[src/design/jlfs_pkg.sv]
`timescale 1ns / 1ps
// jlfs_pkg: types, character codes and limits shared by the frame splitter
// no dependencies; imported by jlfs_out_if, jlfs_frame_logic and the top level
package jlfs_pkg;

    localparam int BUFFER_BYTES = 256;

    // frame limit can never pass the buffer size less one, nor 255
    localparam int          CAP_INT   = (BUFFER_BYTES - 1 > 255) ? 255 : (BUFFER_BYTES - 1);
    localparam logic [7:0]  LIMIT_CAP = 8'(CAP_INT);

    localparam logic [7:0] CH_BSLASH = 8'h5C;
    localparam logic [7:0] CH_QUOTE  = 8'h22;
    localparam logic [7:0] CH_OPEN   = 8'h7B;
    localparam logic [7:0] CH_CLOSE  = 8'h7D;
    localparam logic [7:0] CH_CR     = 8'h0D;
    localparam logic [7:0] CH_LF     = 8'h0A;
    localparam logic [7:0] DEPTH_MAX = 8'hFF;

    localparam logic [7:0] MAX_LEN_RESET = 8'hFF;

    typedef enum logic [1:0] {
        FE_NONE  = 2'd0,
        FE_LINE  = 2'd1,
        FE_BRACE = 2'd2
    } t_frame_end;

    typedef struct packed {
        logic [7:0] frame_count;
        logic [7:0] brace_depth;
        logic       inside_string;
        logic       escape_pending;
    } t_frame_state;

    typedef struct packed {
        logic       stored;
        logic [7:0] position;
        t_frame_end frame_end;
        logic [7:0] frame_length;
        logic       overflow_drop;
    } t_frame_result;

endpackage

[src/design/jlfs_if.sv]
`timescale 1ns / 1ps
// jlfs_in_if / jlfs_out_if: valid/ready channels of the frame splitter
// depends on jlfs_pkg for the frame end code type
interface jlfs_in_if;
    logic       valid;
    logic       ready;
    logic [7:0] in_byte;
    logic       chunk_end;

    modport source (output valid, output in_byte, output chunk_end, input ready);
    modport sink   (input valid, input in_byte, input chunk_end, output ready);
endinterface

interface jlfs_out_if;
    import jlfs_pkg::*;
    logic       valid;
    logic       ready;
    logic [7:0] out_byte;
    logic       stored;
    logic [7:0] position;
    t_frame_end frame_end;
    logic [7:0] frame_length;
    logic       overflow_drop;
    logic       chunk_done;

    modport source (output valid, output out_byte, output stored, output position,
                    output frame_end, output frame_length, output overflow_drop,
                    output chunk_done, input ready);
    modport sink   (input valid, input out_byte, input stored, input position,
                    input frame_end, input frame_length, input overflow_drop,
                    input chunk_done, output ready);
endinterface

[src/design/jlfs_frame_logic.sv]
`timescale 1ns / 1ps
// jlfs_frame_logic: per-byte framing decision and next stream state
// depends on jlfs_pkg; combinational, used between the input and result registers
module jlfs_frame_logic
    import jlfs_pkg::*;
(
    input  logic [7:0]    i_byte,
    input  logic [7:0]    i_max_len,
    input  t_frame_state  i_state,
    output t_frame_result o_result,
    output t_frame_state  o_state_nxt
);

    logic [7:0]   limit;
    logic         is_term;
    logic [7:0]   count_inc;
    t_frame_state tracked;
    logic         closes;

    assign limit     = (i_max_len > LIMIT_CAP) ? LIMIT_CAP : i_max_len;
    assign is_term   = (i_byte == CH_CR) || (i_byte == CH_LF);
    assign count_inc = i_state.frame_count + 8'd1;

    // string / escape / brace tracking for a stored byte
    always_comb begin
        tracked             = i_state;
        tracked.frame_count = count_inc;
        closes              = 1'b0;
        if (i_state.inside_string) begin
            // ordinary string bytes fall through all three tests
            if (i_state.escape_pending) begin
                tracked.escape_pending = 1'b0;
            end else if (i_byte == CH_BSLASH) begin
                tracked.escape_pending = 1'b1;
            end else if (i_byte == CH_QUOTE) begin
                tracked.inside_string = 1'b0;
            end
        end else if (i_byte == CH_QUOTE) begin
            tracked.inside_string = 1'b1;
        end else if (i_byte == CH_OPEN) begin
            if (i_state.brace_depth != DEPTH_MAX) begin
                tracked.brace_depth = i_state.brace_depth + 8'd1;
            end
        end else if (i_byte == CH_CLOSE && i_state.brace_depth != 8'd0) begin
            tracked.brace_depth = i_state.brace_depth - 8'd1;
            closes              = (i_state.brace_depth == 8'd1);
        end
    end

    always_comb begin
        o_result    = '{stored: 1'b0, position: 8'd0, frame_end: FE_NONE,
                        frame_length: 8'd0, overflow_drop: 1'b0};
        o_state_nxt = i_state;
        priority if (is_term) begin
            if (i_state.frame_count != 8'd0) begin
                o_result.frame_end    = FE_LINE;
                o_result.frame_length = i_state.frame_count;
                o_state_nxt           = '0;
            end
        end else if (i_state.frame_count < limit) begin
            o_result.stored   = 1'b1;
            o_result.position = i_state.frame_count;
            if (closes) begin
                o_result.frame_end    = FE_BRACE;
                o_result.frame_length = count_inc;
                o_state_nxt           = '0;
            end else begin
                o_state_nxt = tracked;
            end
        end else begin
            o_result.overflow_drop = 1'b1;
            o_state_nxt            = '0;
        end
    end

endmodule

[src/design/json_line_frame_splitter_core.sv]
`timescale 1ns / 1ps
// json_line_frame_splitter_core: top level of the json line frame splitter
// depends on jlfs_pkg, jlfs_if.sv and jlfs_frame_logic
//
//  channel   direction  handshake        payload
//  i_in      sink       valid / ready    in_byte[7:0], chunk_end
//  o_out     source     valid / ready    out_byte, stored, position, frame_end,
//                                        frame_length, overflow_drop, chunk_done
//  i_cfg_*   write      i_cfg_wr_en      i_cfg_wr_data[7:0] -> max_frame_len
//
// one request per cycle sustained while o_out.ready is held; a request accepted into the
// input register moves on into the result register, from which it is offered as a
// result; these two registers stand around the logic
// i_rst_n synchronous active low: clears both stage valids and the stream state,
// max_frame_len returns to 255
// a stalled result holds in the output register while the input register still
// takes one request; with both full, i_in.ready drops until o_out.ready returns
module json_line_frame_splitter_core
    import jlfs_pkg::*;
(
    input  logic       i_clk,
    input  logic       i_rst_n,
    jlfs_in_if.sink    i_in,
    jlfs_out_if.source o_out,
    input  logic       i_cfg_wr_en,
    input  logic [7:0] i_cfg_wr_data
);

    // configuration
    logic [7:0] r_max_len;

    // input register stage
    logic       r_in_valid;
    logic [7:0] r_in_byte;
    logic       r_in_chunk;

    // stream state carried from byte to byte
    t_frame_state r_state;
    t_frame_state n_state;

    // result register stage
    logic          r_out_valid;
    logic [7:0]    r_out_byte;
    logic          r_out_chunk;
    t_frame_result r_out_res;
    t_frame_result n_res;

    logic out_adv;   // input stage moves into the result register
    logic in_take;   // request accepted into the input register

    assign out_adv    = r_in_valid && (!r_out_valid || o_out.ready);
    assign i_in.ready = !r_in_valid || out_adv;
    assign in_take    = i_in.valid && i_in.ready;

    jlfs_frame_logic u_logic (
        .i_byte      (r_in_byte),
        .i_max_len   (r_max_len),
        .i_state     (r_state),
        .o_result    (n_res),
        .o_state_nxt (n_state)
    );

    // control state
    always_ff @(posedge i_clk) begin
        if (!i_rst_n) begin
            r_max_len   <= MAX_LEN_RESET;
            r_in_valid  <= 1'b0;
            r_out_valid <= 1'b0;
            r_state     <= '0;
        end else begin
            if (i_cfg_wr_en) begin
                r_max_len <= i_cfg_wr_data;
            end
            // input register keeps its request until it moves on
            if (in_take) begin
                r_in_valid <= 1'b1;
            end else if (out_adv) begin
                r_in_valid <= 1'b0;
            end
            // result register fills on advance, empties when taken
            if (out_adv) begin
                r_out_valid <= 1'b1;
            end else if (o_out.ready) begin
                r_out_valid <= 1'b0;
            end
            // stream state steps exactly once per byte
            if (out_adv) begin
                r_state <= n_state;
            end
        end
    end

    // payload registers, no reset
    always_ff @(posedge i_clk) begin
        if (in_take) begin
            r_in_byte  <= i_in.in_byte;
            r_in_chunk <= i_in.chunk_end;
        end
        if (out_adv) begin
            r_out_byte  <= r_in_byte;
            r_out_chunk <= r_in_chunk;
            r_out_res   <= n_res;
        end
    end

    assign o_out.valid         = r_out_valid;
    assign o_out.out_byte      = r_out_byte;
    assign o_out.stored        = r_out_res.stored;
    assign o_out.position      = r_out_res.position;
    assign o_out.frame_end     = r_out_res.frame_end;
    assign o_out.frame_length  = r_out_res.frame_length;
    assign o_out.overflow_drop = r_out_res.overflow_drop;
    assign o_out.chunk_done    = r_out_chunk;

`ifndef NO_ASSERTIONS
    // an unaccepted result is never overwritten or dropped
    a_hold_result: assert property (@(posedge i_clk) disable iff (!i_rst_n)
        r_out_valid && !o_out.ready |=> r_out_valid)
        else $error("pending result lost");

    // a frame end or discard leaves the stream state cleared
    a_clear_after_end: assert property (@(posedge i_clk) disable iff (!i_rst_n)
        out_adv && (n_res.frame_end != FE_NONE || n_res.overflow_drop)
        |=> r_state.frame_count == 8'd0 && r_state.brace_depth == 8'd0
            && !r_state.inside_string && !r_state.escape_pending)
        else $error("stream state not cleared after frame end");

    // a dropped byte neither stores nor ends a frame
    a_drop_excl: assert property (@(posedge i_clk) disable iff (!i_rst_n)
        r_out_valid && r_out_res.overflow_drop
        |-> !r_out_res.stored && r_out_res.frame_end == FE_NONE)
        else $error("overflow drop mixed with store or frame end");

    // a stored byte advances the frame count by one when no frame ends
    a_count_step: assert property (@(posedge i_clk) disable iff (!i_rst_n)
        out_adv && n_res.stored && n_res.frame_end == FE_NONE
        |=> r_state.frame_count == $past(r_state.frame_count) + 8'd1)
        else $error("frame count did not step on stored byte");
`endif

endmodule
[src/flat_wrapper.sv]
// flat-port wrapper written by rule: the top's interface ports become plain ports
module json_line_frame_splitter_core_flat import jlfs_pkg::*;
  (i_clk, i_rst_n, i_cfg_wr_en, i_cfg_wr_data, i_in_valid, i_in_in_byte, i_in_chunk_end, i_in_ready, o_out_valid, o_out_out_byte, o_out_stored, o_out_position, o_out_frame_end, o_out_frame_length, o_out_overflow_drop, o_out_chunk_done, o_out_ready);
  jlfs_in_if i_in_i ();
  jlfs_out_if o_out_i ();
  input  logic i_clk;
  input  logic i_rst_n;
  input  logic i_cfg_wr_en;
  input  logic [7:0] i_cfg_wr_data;
  input wire logic [$bits(i_in_i.valid)-1:0] i_in_valid;
  input wire logic [$bits(i_in_i.in_byte)-1:0] i_in_in_byte;
  input wire logic [$bits(i_in_i.chunk_end)-1:0] i_in_chunk_end;
  output wire logic [$bits(i_in_i.ready)-1:0] i_in_ready;
  output wire logic [$bits(o_out_i.valid)-1:0] o_out_valid;
  output wire logic [$bits(o_out_i.out_byte)-1:0] o_out_out_byte;
  output wire logic [$bits(o_out_i.stored)-1:0] o_out_stored;
  output wire logic [$bits(o_out_i.position)-1:0] o_out_position;
  output wire logic [$bits(o_out_i.frame_end)-1:0] o_out_frame_end;
  output wire logic [$bits(o_out_i.frame_length)-1:0] o_out_frame_length;
  output wire logic [$bits(o_out_i.overflow_drop)-1:0] o_out_overflow_drop;
  output wire logic [$bits(o_out_i.chunk_done)-1:0] o_out_chunk_done;
  input wire logic [$bits(o_out_i.ready)-1:0] o_out_ready;
  assign i_in_i.valid = i_in_valid;
  assign i_in_i.in_byte = i_in_in_byte;
  assign i_in_i.chunk_end = i_in_chunk_end;
  assign i_in_ready = i_in_i.ready;
  assign o_out_valid = o_out_i.valid;
  assign o_out_out_byte = o_out_i.out_byte;
  assign o_out_stored = o_out_i.stored;
  assign o_out_position = o_out_i.position;
  assign o_out_frame_end = o_out_i.frame_end;
  assign o_out_frame_length = o_out_i.frame_length;
  assign o_out_overflow_drop = o_out_i.overflow_drop;
  assign o_out_chunk_done = o_out_i.chunk_done;
  assign o_out_i.ready = o_out_ready;
  json_line_frame_splitter_core u_core (.i_clk(i_clk), .i_rst_n(i_rst_n), .i_in(i_in_i), .o_out(o_out_i), .i_cfg_wr_en(i_cfg_wr_en), .i_cfg_wr_data(i_cfg_wr_data));
endmodule
[config.mk]
export PLATFORM = sky130hd
export DESIGN_NAME = json_line_frame_splitter_core_flat
export DESIGN_NICKNAME = d
export VERILOG_FILES = /design/src/design/jlfs_pkg.sv /design/src/design/jlfs_if.sv /design/src/design/jlfs_frame_logic.sv /design/src/design/json_line_frame_splitter_core.sv /design/src/flat_wrapper.sv
export SDC_FILE = /design/constraint.sdc
export NUM_CORES = 1
export LEC_CHECK = 0
export BUFFER_PORTS_ARGS = -buffer_cell sky130_fd_sc_hd__buf_2
export CAP_MARGIN = 5
export CORE_UTILIZATION = 45
export CTS_CLUSTER_SIZE = 30
export DETAILED_ROUTE_END_ITERATION = 7
export HOLD_SLACK_MARGIN = 0.05
export MAX_ROUTING_LAYER = met4
export PLACE_DENSITY = 0.69
export SLEW_MARGIN = 20
export SYNTH_ARGS = -nofsm -noshare
export SYNTH_HDL_FRONTEND = slang
export SYNTH_HIERARCHICAL = 1
export SYNTH_SLANG_ARGS = --single-unit
export TNS_END_PERCENT = 10
[constraint.sdc]
create_clock -name i_clk -period 5.9 [get_ports i_clk]
set_clock_uncertainty 0.15 [all_clocks]
set_input_delay 1.77 -clock i_clk [delete_from_list [all_inputs] [get_ports i_clk]]
set_output_delay 1.77 -clock i_clk [all_outputs]
set_load 0.05 [all_outputs]
* Word level (Yosys, flattened, before mapping)
Index checks and enable logic that the tools add are counted.
** Word-level totals
- Register bits after elaboration :: 66
- Logic and storage cells :: 83
- Output and inout bits :: 31
- Input port bits :: 22
** Operators by class
- Eq/ne operators :: 14
- Add/sub/neg operators :: 3
- Reductions and logical operators :: 16
- Mux-type cells :: 31
- Bitwise operators :: 1
- $lt $le $gt $ge :: 2
** Operator list (number)
- $mux W18 :: 4
- $mux W8 :: 6
- $eq A8 B7 Y1 const B :: 3
- $mux W10 :: 2
- $mux W19 :: 1
- $mux W1 :: 17
- $add A8 B1 Y8 const B :: 2
- $eq A8 B4 Y1 const B :: 2
- $reduce_bool A8 Y1 :: 2
- $ne A5 B5 Y1 const B :: 2
- $mux W9 :: 1
- $eq A8 B1 Y1 const B :: 1
- $eq A8 B6 Y1 const B :: 1
- $gt A8 B8 Y1 const B :: 1
- $lt A8 B8 Y1 :: 1
- $ne A4 B4 Y1 const B :: 2
- $ne A8 B8 Y1 const B :: 1
- $sub A8 B1 Y8 const B :: 1
- $reduce_and A6 Y1 :: 1
- $ne A4 B3 Y1 const B :: 1
- $reduce_bool A2 Y1 :: 2
- $logic_and A1 B1 Y1 :: 3
- $logic_or A1 B1 Y1 :: 3
- $reduce_and A3 Y1 :: 1
- other kinds (5) :: 6

* Logic depth before layout (Yosys ltp)
- Word-level depth :: 9
- Gate-level depth with buffers :: 12
- Depth with buffers taken out :: 10

* By module
Netlist, hierarchy kept.
** Modules (own cells, without submodules)
- json_line_frame_splitter_core :: cells an instance 151, area an instance 2234.6 µm², instances 1, sequential area each 1701.6 µm²
- jlfs_frame_logic :: cells an instance 202, area an instance 1332.5 µm², instances 1, sequential area each 0.0 µm²

* Least setup slack after synthesis
OpenSTA, ideal clock, no wires.
- Path kind :: input to output
- Start point :: input port o_out_ready
- End point :: output port i_in_ready
- Setup slack :: 1781 ps
- Arrival time :: 2199 ps
- Buffers on the path :: 0
- Required time :: 3980 ps
- Stages :: 2
- Cells stage by stage :: nor2b_4 -> nand2_1
** On the way
- Longest elaborated chain between the ends :: 3
** Ends and longest elaborated chain
- start: declaration :: RTL line flat_wrapper.sv:22 : input wire logic [$bits(o_out_i.ready)-1:0] o_out_ready;
- $logic_or A1 B1 Y1 :: RTL line json_line_frame_splitter_core.sv:51 : assign out_adv = r_in_valid && (!r_out_valid || o_out.ready);
- $logic_and A1 B1 Y1 :: RTL line json_line_frame_splitter_core.sv:51
- $logic_or A1 B1 Y1 :: RTL line json_line_frame_splitter_core.sv:52 : assign i_in.ready = !r_in_valid || out_adv;
- end: declaration :: RTL line flat_wrapper.sv:13 : output wire logic [$bits(i_in_i.ready)-1:0] i_in_ready;
No other way between the ends.

* Final worst setup path
Same ends and word-level chain as after synthesis.

==> qor.yml <==
status: "finished, violations left"
violations: "DRC"
detail_route.first_pass.iterations: 7
syn_nets: 387
finalCriticalPeriod_ps: 4250
hp-class: "flop to flop"
rows: 32
post-route-drc-count: 1
power-per-cell-area_nw_per_um2: 229
pre_cts_ws_ps: 1640
crit_buf_inv: 2
yosysSeqAreaShare: 0.477
cp_top_family: "buffers and inverters"
fin_tns_setup_ps: 0
finalSetupViolations: 0
path_common_cell: "buf_2"
drt_iter0_drc: 187
core_area_um2: 7690
cp-end-kind: "primary output"
synth_edf_count: 38
avgSynthCellArea_um2: 10.1
ctsResizeCount: 0
synth_top_family_by_area: "simple AND/OR/NAND/NOR gates"
die_y_um: 91.0
grt_pass1_wl_um: 11700
cts_buffers: 9
slew_headroom: 0.467
placed_cells: 489
syn_area_um2: 3570
async_reset_ff_frac: 0
antennaDiodeCount: 0
ys_warn_count: 6
io_pins: 53
synth_xor_area_frac: 0.0123
syn_inst: 353
fmax_mhz: 235
grt_overflow: 0
root_buffer: "clkbuf_8"
worst_slew_pin_slew_ps: 797
syn2layout_area_growth_pct: 12.5
p_leak_uw: 0.00164
grtUsageTotal: 0.185
hold_viol_final: 0
htreeDepth: 3
grt_max_degree: 47
antenna_found_initial: 0
maxSlewViolCount: 0
synth_cell_types: 62
worst_path_max_delay_cell: "buf_2"
synth_top_cell_area_share: 0.320
layout-drive-gt1-share: 0.211
yosys_register_bits: 66
via_per_inst: 5.38
arrival_ps: 2330
critical_path_required_ps: 3980
die_w_um: 91.0
layout.nets: 432
irDropWorstVdd_uv: 86.2
drt-wirelength-per-cell_um: 14.1
finalCritPeriodShare: 0.721
routed_wirelength_um: 7120
initial_core_util: 0.464
maxCapViolCount: 0
layout_setup_ws_ps: 1650
yosysTopAreaCell: "edfxtp_1"
synth-simple-area-share: 0.220
clockBufferDepth: 2
crit_path_start_kind: "input pin"
ys_top_cells_by_area: "edfxtp_1 32%, dfxtp_1 16%, mux2i_1 7.9%"
postCtsHoldBufs: 0
clock_sinks: 66
synth_fa_ha_area_frac: 0.0421
cts_tree: "built"
setup.worst_path.class: "input pin to primary output"
via_count: 2715
clk_pin_slew_worst_paths_ps: 60
synth.area.mux_share: 0.0786
rsz0062_at_grt: "no"
synth_compound_area_frac: 0.119
portBuffers: 52
post_cts_buffers: 0
fin_cells: 505
ys.flop_type: "edfxtp_1"
antenna_left: 0
crit_chain: "buf_2 > nor2b_4 > nand2_1 > buf_2"
place_hpwl_um: 4970
crit_path_max_fanout: 4
dieArea_um2: 8290
clk_latency_ps: 340
grt_pass1_vias: 2478
critPathMaxStageDelay_ps: 210
gp_congestion: 0.848
[report_power, final]
part | switching [µW] | total (µW) | internal, µW
registers | 9.40 | 514 | 504
clock network | 167 | 318 | 151
logic | 60.5 | 85.8 | 25.3
total | 237 | 917 | 680
[cell usage in the layout (no fill, tap or decap), types with 12 or more instances in the layout]
cell / instances
ha_1: 12
buf_2: 52
nand3_1: 14
nor2_1: 16
inv_1: 17
nand2_1: 63
a21oi_1: 12
edfxtp_1: 38
dfxtp_1: 28
mux2i_1: 28
[sequential cells by signal, summed over array words and instances, names as in the netlist]
name	flops
u_core/r_in_byte	8
u_core/o_out.valid	1
u_core/r_max_len	8
u_core/o_out.frame_end	2
u_core/o_out.stored	1
u_core/r_in_valid	1
u_core/o_out.out_byte	8
u_core/o_out.chunk_done	1
u_core/r_state	18
u_core/o_out.position	8
u_core/o_out.overflow_drop	1
u_core/o_out.frame_length	8
u_core/r_in_chunk	1
[worst reg2reg max path, delay by kind of cell (launching register included)]
family / cells / cell delay [ps]
compound gates: 5 / 1320
flops: 1 / 550
simple gates: 2 / 600
fa+ha+maj: 1 / 330
mux: 1 / 150
[Yosys cell counts (2+ instances only)]
library cell and count:
nor2_1 16, o21a_1 2, edfxtp_1 38, inv_1 17
o211ai_1 2, and2_1 11, a21oi_1 12, and4b_2 2
clkbuf_1 6, ha_1 12, dfxtp_1 28, a31oi_1 5
nor2b_2 2, or3_1 3, mux2i_1 28, o2111ai_1 2
nor3b_1 3, nand2_1 63, o31ai_1 5, o2bb2ai_1 2
xor2_1 2, nor3_1 6, nand3_1 14, buf_2 8
nor4_1 4, o21ai_0 11, a21o_1 5, o211a_1 4
xnor2_1 3, buf_6 3, a31o_2 3
[final cells by class]
class                   count  area [µm²]
fillers                   735        3680
clock buffers              11         131
multi-input cells         251        1690
repair buffers             53         268
clock inverters             5        31.3
inverters                  17        63.8
well taps                 102         128
flip-flops and latches     66        1700
[metrics by stage]
step,util,power (µW),hold slack (ps),area [µm²]
global route,0.522,957,288,4010
CTS,0.522,927,275,4010
finish,0.522,917,271,4010
global placement,0.501,609,255,3850
detailed placement,0.501,610,260,3850
floorplan,-,589,250,3570
[metal layers]
layer / part of all wire / wire length (µm) / track usage
met1: 0.49 / 3450 / 0.250
met2: 0.45 / 3200 / 0.271
met3: 0.054 / 382 / 0.0419
met4: 0.012 / 85 / 0.0701
met5: 0 / 0 / -
[worst paths after layout]
check	startpoint	endpoint	slack, ps	depth (start not counted)
max	o_out_ready	i_in_ready	1650	4
min	u_core/r_in_chunk$_DFFE_PP_	u_core/o_out.chunk_done$_DFFE_PP_	270	0
min reg2reg	u_core/r_in_chunk$_DFFE_PP_	u_core/o_out.chunk_done$_DFFE_PP_	270	0
max reg2reg	u_core/r_state[15]$_SDFFE_PN0P_	u_core/r_state[7]$_SDFFE_PN0P_	2750	9
[cell families after synthesis]
group	after synthesis
compound gates	62
xor+xnor	5
fa+ha+maj	12
buf+inv	36
flops	66
mux	28
simple gates	144
Note: power is estimated with default switching activity, not from simulation.
